===== src/rtl/dks_pkg.sv =====
// ----------------------------------------------------------------------------
// dks_pkg
// Types, permutation tables and bit-select helpers for the DES key schedule.
// ----------------------------------------------------------------------------
package dks_pkg;

    localparam int KEY_W      = 64;
    localparam int HALF_W     = 28;
    localparam int SUBKEY_W   = 48;
    localparam int ROUND_W    = 4;
    localparam int ROUND_IDX_W = 5;
    localparam int NUM_ROUNDS = 16;

    localparam logic [ROUND_W-1:0] LAST_ROUND = ROUND_W'(NUM_ROUNDS - 1);

    // seed halves handed from front to back
    typedef struct packed {
        logic [HALF_W-1:0] c;
        logic [HALF_W-1:0] d;
    } t_seed;

    // queue status seen by its neighbors
    typedef struct packed {
        logic not_empty;
        logic full;
    } t_q_status;

    // key selection permutation, positions count from the key MSB
    localparam logic [6:0] PC1_TABLE [0:55] = '{
        7'd57, 7'd49, 7'd41, 7'd33, 7'd25, 7'd17, 7'd9,
        7'd1,  7'd58, 7'd50, 7'd42, 7'd34, 7'd26, 7'd18,
        7'd10, 7'd2,  7'd59, 7'd51, 7'd43, 7'd35, 7'd27,
        7'd19, 7'd11, 7'd3,  7'd60, 7'd52, 7'd44, 7'd36,
        7'd63, 7'd55, 7'd47, 7'd39, 7'd31, 7'd23, 7'd15,
        7'd7,  7'd62, 7'd54, 7'd46, 7'd38, 7'd30, 7'd22,
        7'd14, 7'd6,  7'd61, 7'd53, 7'd45, 7'd37, 7'd29,
        7'd21, 7'd13, 7'd5,  7'd28, 7'd20, 7'd12, 7'd4
    };

    // subkey compression permutation over C:D, positions count from the C MSB
    localparam logic [5:0] PC2_TABLE [0:47] = '{
        6'd14, 6'd17, 6'd11, 6'd24, 6'd1,  6'd5,
        6'd3,  6'd28, 6'd15, 6'd6,  6'd21, 6'd10,
        6'd23, 6'd19, 6'd12, 6'd4,  6'd26, 6'd8,
        6'd16, 6'd7,  6'd27, 6'd20, 6'd13, 6'd2,
        6'd41, 6'd52, 6'd31, 6'd37, 6'd47, 6'd55,
        6'd30, 6'd40, 6'd51, 6'd45, 6'd33, 6'd48,
        6'd44, 6'd49, 6'd39, 6'd56, 6'd34, 6'd53,
        6'd46, 6'd42, 6'd50, 6'd36, 6'd29, 6'd32
    };

    // 1 where the round rotates by two, 0 where by one
    localparam logic SHIFT_TWO [0:NUM_ROUNDS-1] = '{
        1'b0, 1'b0, 1'b1, 1'b1, 1'b1, 1'b1, 1'b1, 1'b1,
        1'b0, 1'b1, 1'b1, 1'b1, 1'b1, 1'b1, 1'b1, 1'b0
    };

    function automatic t_seed pc1(input logic [KEY_W-1:0] key);
        logic [2*HALF_W-1:0] r;
        t_seed s;
        r = '0;
        for (int i = 0; i < 2*HALF_W; i++) begin
            r[2*HALF_W-1-i] = key[6'(KEY_W - int'(PC1_TABLE[i]))];
        end
        s.c = r[2*HALF_W-1:HALF_W];
        s.d = r[HALF_W-1:0];
        return s;
    endfunction

    function automatic logic [SUBKEY_W-1:0] pc2(input t_seed s);
        logic [2*HALF_W-1:0] cd;
        logic [SUBKEY_W-1:0] r;
        cd = {s.c, s.d};
        r = '0;
        for (int j = 0; j < SUBKEY_W; j++) begin
            r[SUBKEY_W-1-j] = cd[6'(2*HALF_W - int'(PC2_TABLE[j]))];
        end
        return r;
    endfunction

    function automatic logic [HALF_W-1:0] rotl28(input logic [HALF_W-1:0] v,
                                                input logic two);
        return two ? {v[HALF_W-3:0], v[HALF_W-1:HALF_W-2]}
                   : {v[HALF_W-2:0], v[HALF_W-1]};
    endfunction

endpackage


===== src/rtl/dks_front.sv =====
// ----------------------------------------------------------------------------
// dks_front
// Takes key requests, applies the key selection permutation and holds the
// seed halves until the queue has room.
// ----------------------------------------------------------------------------
module dks_front (
    input  logic                        i_clk,
    input  logic                        i_rst_n,
    input  logic                        i_valid,
    output logic                        o_stall,
    input  logic [dks_pkg::KEY_W-1:0]   i_key_in,
    input  dks_pkg::t_q_status          i_q_status,
    output logic                        o_push,
    output dks_pkg::t_seed              o_seed
);

    logic           r_valid;
    logic           n_valid;
    dks_pkg::t_seed r_seed;
    logic           w_accept;

    assign o_push   = r_valid && !i_q_status.full;
    assign o_stall  = r_valid && i_q_status.full;
    assign w_accept = i_valid && !o_stall;
    assign o_seed   = r_seed;

    always_comb begin
        n_valid = r_valid;
        if (w_accept) begin
            n_valid = 1'b1;
        end else if (o_push) begin
            n_valid = 1'b0;
        end
    end

    always_ff @(posedge i_clk) begin
        if (!i_rst_n) begin
            r_valid <= 1'b0;
        end else begin
            r_valid <= n_valid;
        end
    end

    always_ff @(posedge i_clk) begin
        if (w_accept) begin
            r_seed <= dks_pkg::pc1(i_key_in);
        end
    end

endmodule


===== src/rtl/dks_queue.sv =====
// ----------------------------------------------------------------------------
// dks_queue
// Short FIFO of seed halves between the front and the round sequencer.
// ----------------------------------------------------------------------------
module dks_queue #(
    parameter int DEPTH = 2
) (
    input  logic               i_clk,
    input  logic               i_rst_n,
    input  logic               i_push,
    input  dks_pkg::t_seed     i_seed,
    input  logic               i_pop,
    output dks_pkg::t_seed     o_head,
    output dks_pkg::t_q_status o_status
);

    localparam int PTR_W = $clog2(DEPTH);
    localparam int CNT_W = $clog2(DEPTH + 1);

    dks_pkg::t_seed   r_mem [DEPTH];
    logic [PTR_W-1:0] r_wr_ptr;
    logic [PTR_W-1:0] r_rd_ptr;
    logic [CNT_W-1:0] r_count;
    logic [PTR_W-1:0] n_wr_ptr;
    logic [PTR_W-1:0] n_rd_ptr;
    logic [CNT_W-1:0] n_count;
    logic             w_do_push;
    logic             w_do_pop;

    assign o_status.not_empty = (r_count != '0);
    assign o_status.full      = (r_count == CNT_W'(DEPTH));
    assign o_head             = r_mem[r_rd_ptr];

    assign w_do_push = i_push && !o_status.full;
    assign w_do_pop  = i_pop && o_status.not_empty;

    always_comb begin
        n_wr_ptr = r_wr_ptr;
        n_rd_ptr = r_rd_ptr;
        n_count  = r_count;
        if (w_do_push) begin
            n_wr_ptr = (r_wr_ptr == PTR_W'(DEPTH - 1)) ? '0 : r_wr_ptr + 1'b1;
        end
        if (w_do_pop) begin
            n_rd_ptr = (r_rd_ptr == PTR_W'(DEPTH - 1)) ? '0 : r_rd_ptr + 1'b1;
        end
        if (w_do_push && !w_do_pop) begin
            n_count = r_count + 1'b1;
        end else if (w_do_pop && !w_do_push) begin
            n_count = r_count - 1'b1;
        end
    end

    always_ff @(posedge i_clk) begin
        if (!i_rst_n) begin
            r_wr_ptr <= '0;
            r_rd_ptr <= '0;
            r_count  <= '0;
        end else begin
            r_wr_ptr <= n_wr_ptr;
            r_rd_ptr <= n_rd_ptr;
            r_count  <= n_count;
        end
    end

    always_ff @(posedge i_clk) begin
        if (w_do_push) begin
            r_mem[r_wr_ptr] <= i_seed;
        end
    end

endmodule


===== src/rtl/dks_back.sv =====
// ----------------------------------------------------------------------------
// dks_back
// Round sequencer: rotates the halves once per cycle while not stalled,
// applies the subkey compression permutation and loads the result register.
// ----------------------------------------------------------------------------
module dks_back (
    input  logic                              i_clk,
    input  logic                              i_rst_n,
    input  dks_pkg::t_q_status                i_q_status,
    input  dks_pkg::t_seed                    i_head,
    output logic                              o_pop,
    output logic                              o_valid,
    input  logic                              i_stall,
    output logic [dks_pkg::ROUND_IDX_W-1:0]   o_round_index,
    output logic [dks_pkg::SUBKEY_W-1:0]      o_subkey,
    output logic [dks_pkg::HALF_W-1:0]        o_c_half,
    output logic [dks_pkg::HALF_W-1:0]        o_d_half,
    output logic                              o_last_round
);

    logic                             r_busy;
    logic [dks_pkg::ROUND_W-1:0]      r_round;
    dks_pkg::t_seed                   r_halves;
    logic                             r_out_valid;
    logic [dks_pkg::ROUND_IDX_W-1:0]  r_round_index;
    logic [dks_pkg::SUBKEY_W-1:0]     r_subkey;
    logic [dks_pkg::HALF_W-1:0]       r_c_half;
    logic [dks_pkg::HALF_W-1:0]       r_d_half;
    logic                             r_last_round;

    logic                             n_busy;
    logic [dks_pkg::ROUND_W-1:0]      n_round;
    logic                             n_out_valid;

    logic                             w_advance;
    logic                             w_fire;
    logic [dks_pkg::ROUND_W-1:0]      w_round;
    dks_pkg::t_seed                   w_src;
    dks_pkg::t_seed                   w_rot;

    assign w_advance = !r_out_valid || !i_stall;
    assign w_fire    = w_advance && (r_busy || i_q_status.not_empty);
    // start a new key straight from the queue head when not mid-run
    assign o_pop     = w_advance && !r_busy && i_q_status.not_empty;

    assign w_round   = r_busy ? r_round : '0;
    assign w_src     = r_busy ? r_halves : i_head;
    assign w_rot.c   = dks_pkg::rotl28(w_src.c, dks_pkg::SHIFT_TWO[w_round]);
    assign w_rot.d   = dks_pkg::rotl28(w_src.d, dks_pkg::SHIFT_TWO[w_round]);

    always_comb begin
        n_busy      = r_busy;
        n_round     = r_round;
        n_out_valid = r_out_valid;
        if (w_advance) begin
            n_out_valid = w_fire;
        end
        if (w_fire) begin
            n_busy  = (w_round != dks_pkg::LAST_ROUND);
            n_round = w_round + 1'b1;
        end
    end

    always_ff @(posedge i_clk) begin
        if (!i_rst_n) begin
            r_busy      <= 1'b0;
            r_round     <= '0;
            r_out_valid <= 1'b0;
        end else begin
            r_busy      <= n_busy;
            r_round     <= n_round;
            r_out_valid <= n_out_valid;
        end
    end

    always_ff @(posedge i_clk) begin
        if (w_fire) begin
            r_halves      <= w_rot;
            r_round_index <= {1'b0, w_round} + 1'b1;
            r_subkey      <= dks_pkg::pc2(w_rot);
            r_c_half      <= w_rot.c;
            r_d_half      <= w_rot.d;
            r_last_round  <= (w_round == dks_pkg::LAST_ROUND);
        end
    end

    assign o_valid       = r_out_valid;
    assign o_round_index = r_round_index;
    assign o_subkey      = r_subkey;
    assign o_c_half      = r_c_half;
    assign o_d_half      = r_d_half;
    assign o_last_round  = r_last_round;

endmodule


===== src/rtl/des_key_schedule_core.sv =====
// ----------------------------------------------------------------------------
// des_key_schedule_core
// DES key schedule: one 64-bit key in, sixteen round subkeys out.
//
// Channel   Dir  Handshake            Payload
// key       in   i_valid / o_stall    i_key_in[63:0]
// subkey    out  o_valid / i_stall    o_round_index, o_subkey, o_c_half,
//                                     o_d_half, o_last_round
//
// One key yields 16 results, one per cycle from the round sequencer while
// the output is not stalled. Between key request and first subkey lie the
// front register, the queue and the result register.
// Reset is synchronous and clears only control state; nothing carries over
// between keys. A stall on the output freezes the sequencer; the front and
// queue keep taking keys until the queue fills.
// ----------------------------------------------------------------------------
module des_key_schedule_core #(
    parameter int QUEUE_DEPTH = 2
) (
    input  logic                              i_clk,
    input  logic                              i_rst_n,
    input  logic                              i_valid,
    output logic                              o_stall,
    input  logic [dks_pkg::KEY_W-1:0]         i_key_in,
    output logic                              o_valid,
    input  logic                              i_stall,
    output logic [dks_pkg::ROUND_IDX_W-1:0]   o_round_index,
    output logic [dks_pkg::SUBKEY_W-1:0]      o_subkey,
    output logic [dks_pkg::HALF_W-1:0]        o_c_half,
    output logic [dks_pkg::HALF_W-1:0]        o_d_half,
    output logic                              o_last_round
);

    dks_pkg::t_q_status w_q_status;
    dks_pkg::t_seed     w_push_seed;
    dks_pkg::t_seed     w_head;
    logic               w_push;
    logic               w_pop;

    dks_front u_front (
        .i_clk      (i_clk),
        .i_rst_n    (i_rst_n),
        .i_valid    (i_valid),
        .o_stall    (o_stall),
        .i_key_in   (i_key_in),
        .i_q_status (w_q_status),
        .o_push     (w_push),
        .o_seed     (w_push_seed)
    );

    dks_queue #(
        .DEPTH (QUEUE_DEPTH)
    ) u_queue (
        .i_clk    (i_clk),
        .i_rst_n  (i_rst_n),
        .i_push   (w_push),
        .i_seed   (w_push_seed),
        .i_pop    (w_pop),
        .o_head   (w_head),
        .o_status (w_q_status)
    );

    dks_back u_back (
        .i_clk         (i_clk),
        .i_rst_n       (i_rst_n),
        .i_q_status    (w_q_status),
        .i_head        (w_head),
        .o_pop         (w_pop),
        .o_valid       (o_valid),
        .i_stall       (i_stall),
        .o_round_index (o_round_index),
        .o_subkey      (o_subkey),
        .o_c_half      (o_c_half),
        .o_d_half      (o_d_half),
        .o_last_round  (o_last_round)
    );

endmodule

===== config.mk =====
export PLATFORM = sky130hd
export DESIGN_NAME = des_key_schedule_core
export DESIGN_NICKNAME = d
export VERILOG_FILES = /design/src/rtl/dks_pkg.sv /design/src/rtl/dks_front.sv /design/src/rtl/dks_queue.sv /design/src/rtl/dks_back.sv /design/src/rtl/des_key_schedule_core.sv
export SDC_FILE = /design/constraint.sdc
export NUM_CORES = 1
export LEC_CHECK = 0
export BUFFER_PORTS_ARGS = -buffer_cell sky130_fd_sc_hd__buf_2
export CAP_MARGIN = 20
export CORE_ASPECT_RATIO = 0.5
export CORE_MARGIN = 10
export CORE_UTILIZATION = 56
export CTS_CLUSTER_SIZE = 30
export DETAILED_ROUTE_END_ITERATION = 10
export PLACE_DENSITY = 0.81
export SLEW_MARGIN = 40
export SYNTH_ARGS = -nofsm -noshare
export SYNTH_HDL_FRONTEND = slang
export SYNTH_HIERARCHICAL = 1
export SYNTH_SLANG_ARGS = --single-unit

===== constraint.sdc =====
create_clock -name i_clk -period 6.7 [get_ports i_clk]
set_input_delay 2.01 -clock i_clk [delete_from_list [all_inputs] [get_ports i_clk]]
set_output_delay 2.01 -clock i_clk [all_outputs]
set_load 0.01 [all_outputs]

==> results.cfg <==
[outcome]
status = finished clean

[grt]
grt_max_degree = 77
grt_overflow_total = 0
grt_util_all_layers_pct = 16.9
grt_pass1_vias = 5729
grt_pass1_wl_um = 31200
antenna_found_initial = 0

[placement]
hpwl_um = 11900
gp_congestion = 0.801
place.port_buffers = 122
placed_cell_area_sq_mm = 0.00971
placedCellCount = 966
dp_slack_ns = 2.97

[power_and_ir_drop]
powerDensity_mw_per_mm2 = 453
ir_worst_vdd_mv = 0.265
p_leak_uw = 0.00366

[routing]
dr.first_iter.drc_count = 531
first_pass_iters = 5
final_antenna_net_count = 0
route.detailed.drc = 0
post_drt_wl_per_cell_um = 19.7
totalWireLength_um = 19700
vias = 5627
vias_per_cell = 5.62

[yosys]
yosysSeqAreaShare_pct = 67.1
synth_area_sq_mm = 0.00935
ys.flop_type = edfxtp_1
netlist_instances = 685
syn_area_per_cell_sq_um = 13.6
yosys_warnings = 6
ys_ff_latch = 213
synthArstFlopShare_pct = 0
yosys.cell_types.count = 50
synth_edf_count = 201

[finish]
final_area_sq_mm = 0.0103
fin_nets = 831
syn2layout_area_growth_pct = 10.3
drive_above_1_share_pct = 29.2
fin_cells = 1002
layout_common_cells = edfxtp_1, buf_2, nor2_1, mux2_2, a31oi_1
diodes = 0
final_common_cell = edfxtp_1

[worst_setup_path]
crit_fanout = 5
critical_path_required_ns = 4.69
cp-end-kind = output port
start_kind = flop
setup.worst_path.start = u_queue/r_count[0]
reg2reg_slack_ns = 4.18
timing.rr.start = u_back/r_round[3]
r2r-end = u_back/r_halves[55]
cp.arrival_ns = 1.46
path_class = flop to output port
rr_worst_depth = 4

[timing]
min_period_ns = 3.47
min_period_over_period_pct = 51.8
skew_ns = 0.0125
rsz0062_at_grt = false
setup_viol = 0
fin_tns_setup_ns = 0
clock.fmax_mhz = 288
worstMarginPinSlew_ns = 0.836
setup_slack_ns = 3.23
hold_violations = 0
relSlewSlack_pct = 44.3
slew_violations = 0

[cts]
ctsHoldBuffers = 0
tritoncts = built
cts-buffers-inserted = 20
clock-sinks = 213
cts_setup_buffers = 0
clock_latency_ns = 0.49
clockRootBuffer = clkbuf_16
cts_resized = 0
clk_pin_slew_worst_paths_ns = 0.06
htree_num_levels = 1
clockBufferDepth = 3

[worst_hold_path]
hold_end = u_queue/r_mem[1][36]
hold_start = u_front/o_seed[36]
hold_path_class = flop to flop
hold_path_depth = 0

[die]
die_y_um = 111
rows = 33
die_x_um = 203
initial_core_util_pct = 57.0
ioPinCount = 180
die_area_sq_mm = 0.0226
core_area_sq_mm = 0.0164

[job]
max_cap_viol_count = 0
==> where the power goes <==
part           switching [uW]  total, uW  internal (uW)  leakage, uW
combinational             864       1400            540      0.00140
clock                     463       1040            580     0.000289
sequential                274       2230           1960      0.00198
total                    1600       4680           3080      0.00366
==> registers in the layout, indices dropped and copies added, names as in the netlist, named ones only <==
signal / cells
u_back/o_d_half: 27
u_back/o_round_index: 5
u_back/o_subkey: 1
u_back/o_valid: 1
u_back/r_busy: 1
u_back/r_halves: 28
u_back/r_round: 4
u_front/o_seed: 28
u_front/r_valid: 1
u_queue/r_count: 2
u_queue/r_mem: 112
u_queue/r_rd_ptr: 1
u_queue/r_wr_ptr: 1
==> synth_stat cells, types with 2 or more instances <==
library cell,number,area (sq um)
edfxtp_1,201,6040
buf_4,87,653
nor2_1,59,221
mux2_2,56,631
a31oi_1,55,344
nand3_1,54,270
o21ai_0,42,210
buf_2,22,110
nand2_1,13,48.8
dfxtp_1,12,240
o21ai_1,12,60.1
clkbuf_1,8,30.0
and2_1,6,37.5
nor2b_1,4,25.0
a311o_1,3,30.0
buf_6,3,33.8
inv_1,3,11.3
nand2b_1,3,18.8
o211ai_1,3,22.5
xnor2_1,3,26.3
a211o_1,2,17.5
buf_1,2,7.51
conb_1,2,7.51
ha_1,2,25.0
o21a_1,2,15.0
xor2_1,2,17.5
==> area by class of cell <==
class / count / area (sq um)
repair buffers: 130 / 702
inverters: 4 / 15.0
well taps: 227 / 284
fillers: 1244 / 6080
clock buffers: 29 / 556
flip-flops and latches: 213 / 6280
clock inverters: 7 / 38.8
multi-input cells: 392 / 2440
==> metrics by stage <==
step | utilization [%] | total power (uW) | hold WS, ns
after floorplan | - | 3230 | 0.421
after global placement | 59.0 | 3590 | 0.424
after detailed placement | 59.2 | 3670 | 0.433
after CTS | 62.9 | 4730 | 0.448
after global routing | 62.9 | 4940 | 0.457
final | 62.9 | 4680 | 0.446
==> cells by family (layout without fill, tap and decap cells) <==
family                     Yosys count  count (layout)  synth area share, %
DFF                                213             213                 67.1
xor gates and xnor gates             5               5                0.468
adders and majority gates            2               2                0.268
muxes                               57              57                 6.85
and+or+nand+nor                    149             149                 7.48
other                                2              49               0.0803
AOI/OAI and AO/OA                  130             130                 8.59
buffers and inverters              127             170                 9.14
==> worst max-delay path by stage <==
stage	endpoint	slack (ns)	cells past startpoint
global route	o_stall	3.13	4
detailed placement	u_queue/r_count[1]	2.97	8
CTS	o_stall	3.20	4
finish	o_stall	3.23	4
floorplan	u_back/r_round[3]	0.71	3
global placement	u_queue/r_count[1]	3.11	8
==> metal layers <==
metal  vias up  global-route usage (%)  routed length (um)
met2       232                    28.6                9650
li1       2591                       -                   -
met3        32                    4.48                1560
met5         -                       0                   0
met4         0                    4.30                 376
met1      2772                    21.4                8100
==> worst max-delay path: stages, from the launching register on <==
cell and delay [ns]:
dfxtp_1 0.41, nand2b_1 0.18, inv_2 0.08, and2_4 0.17, buf_2 0.14
No activity file was read; power rests on OpenSTA's default activity.
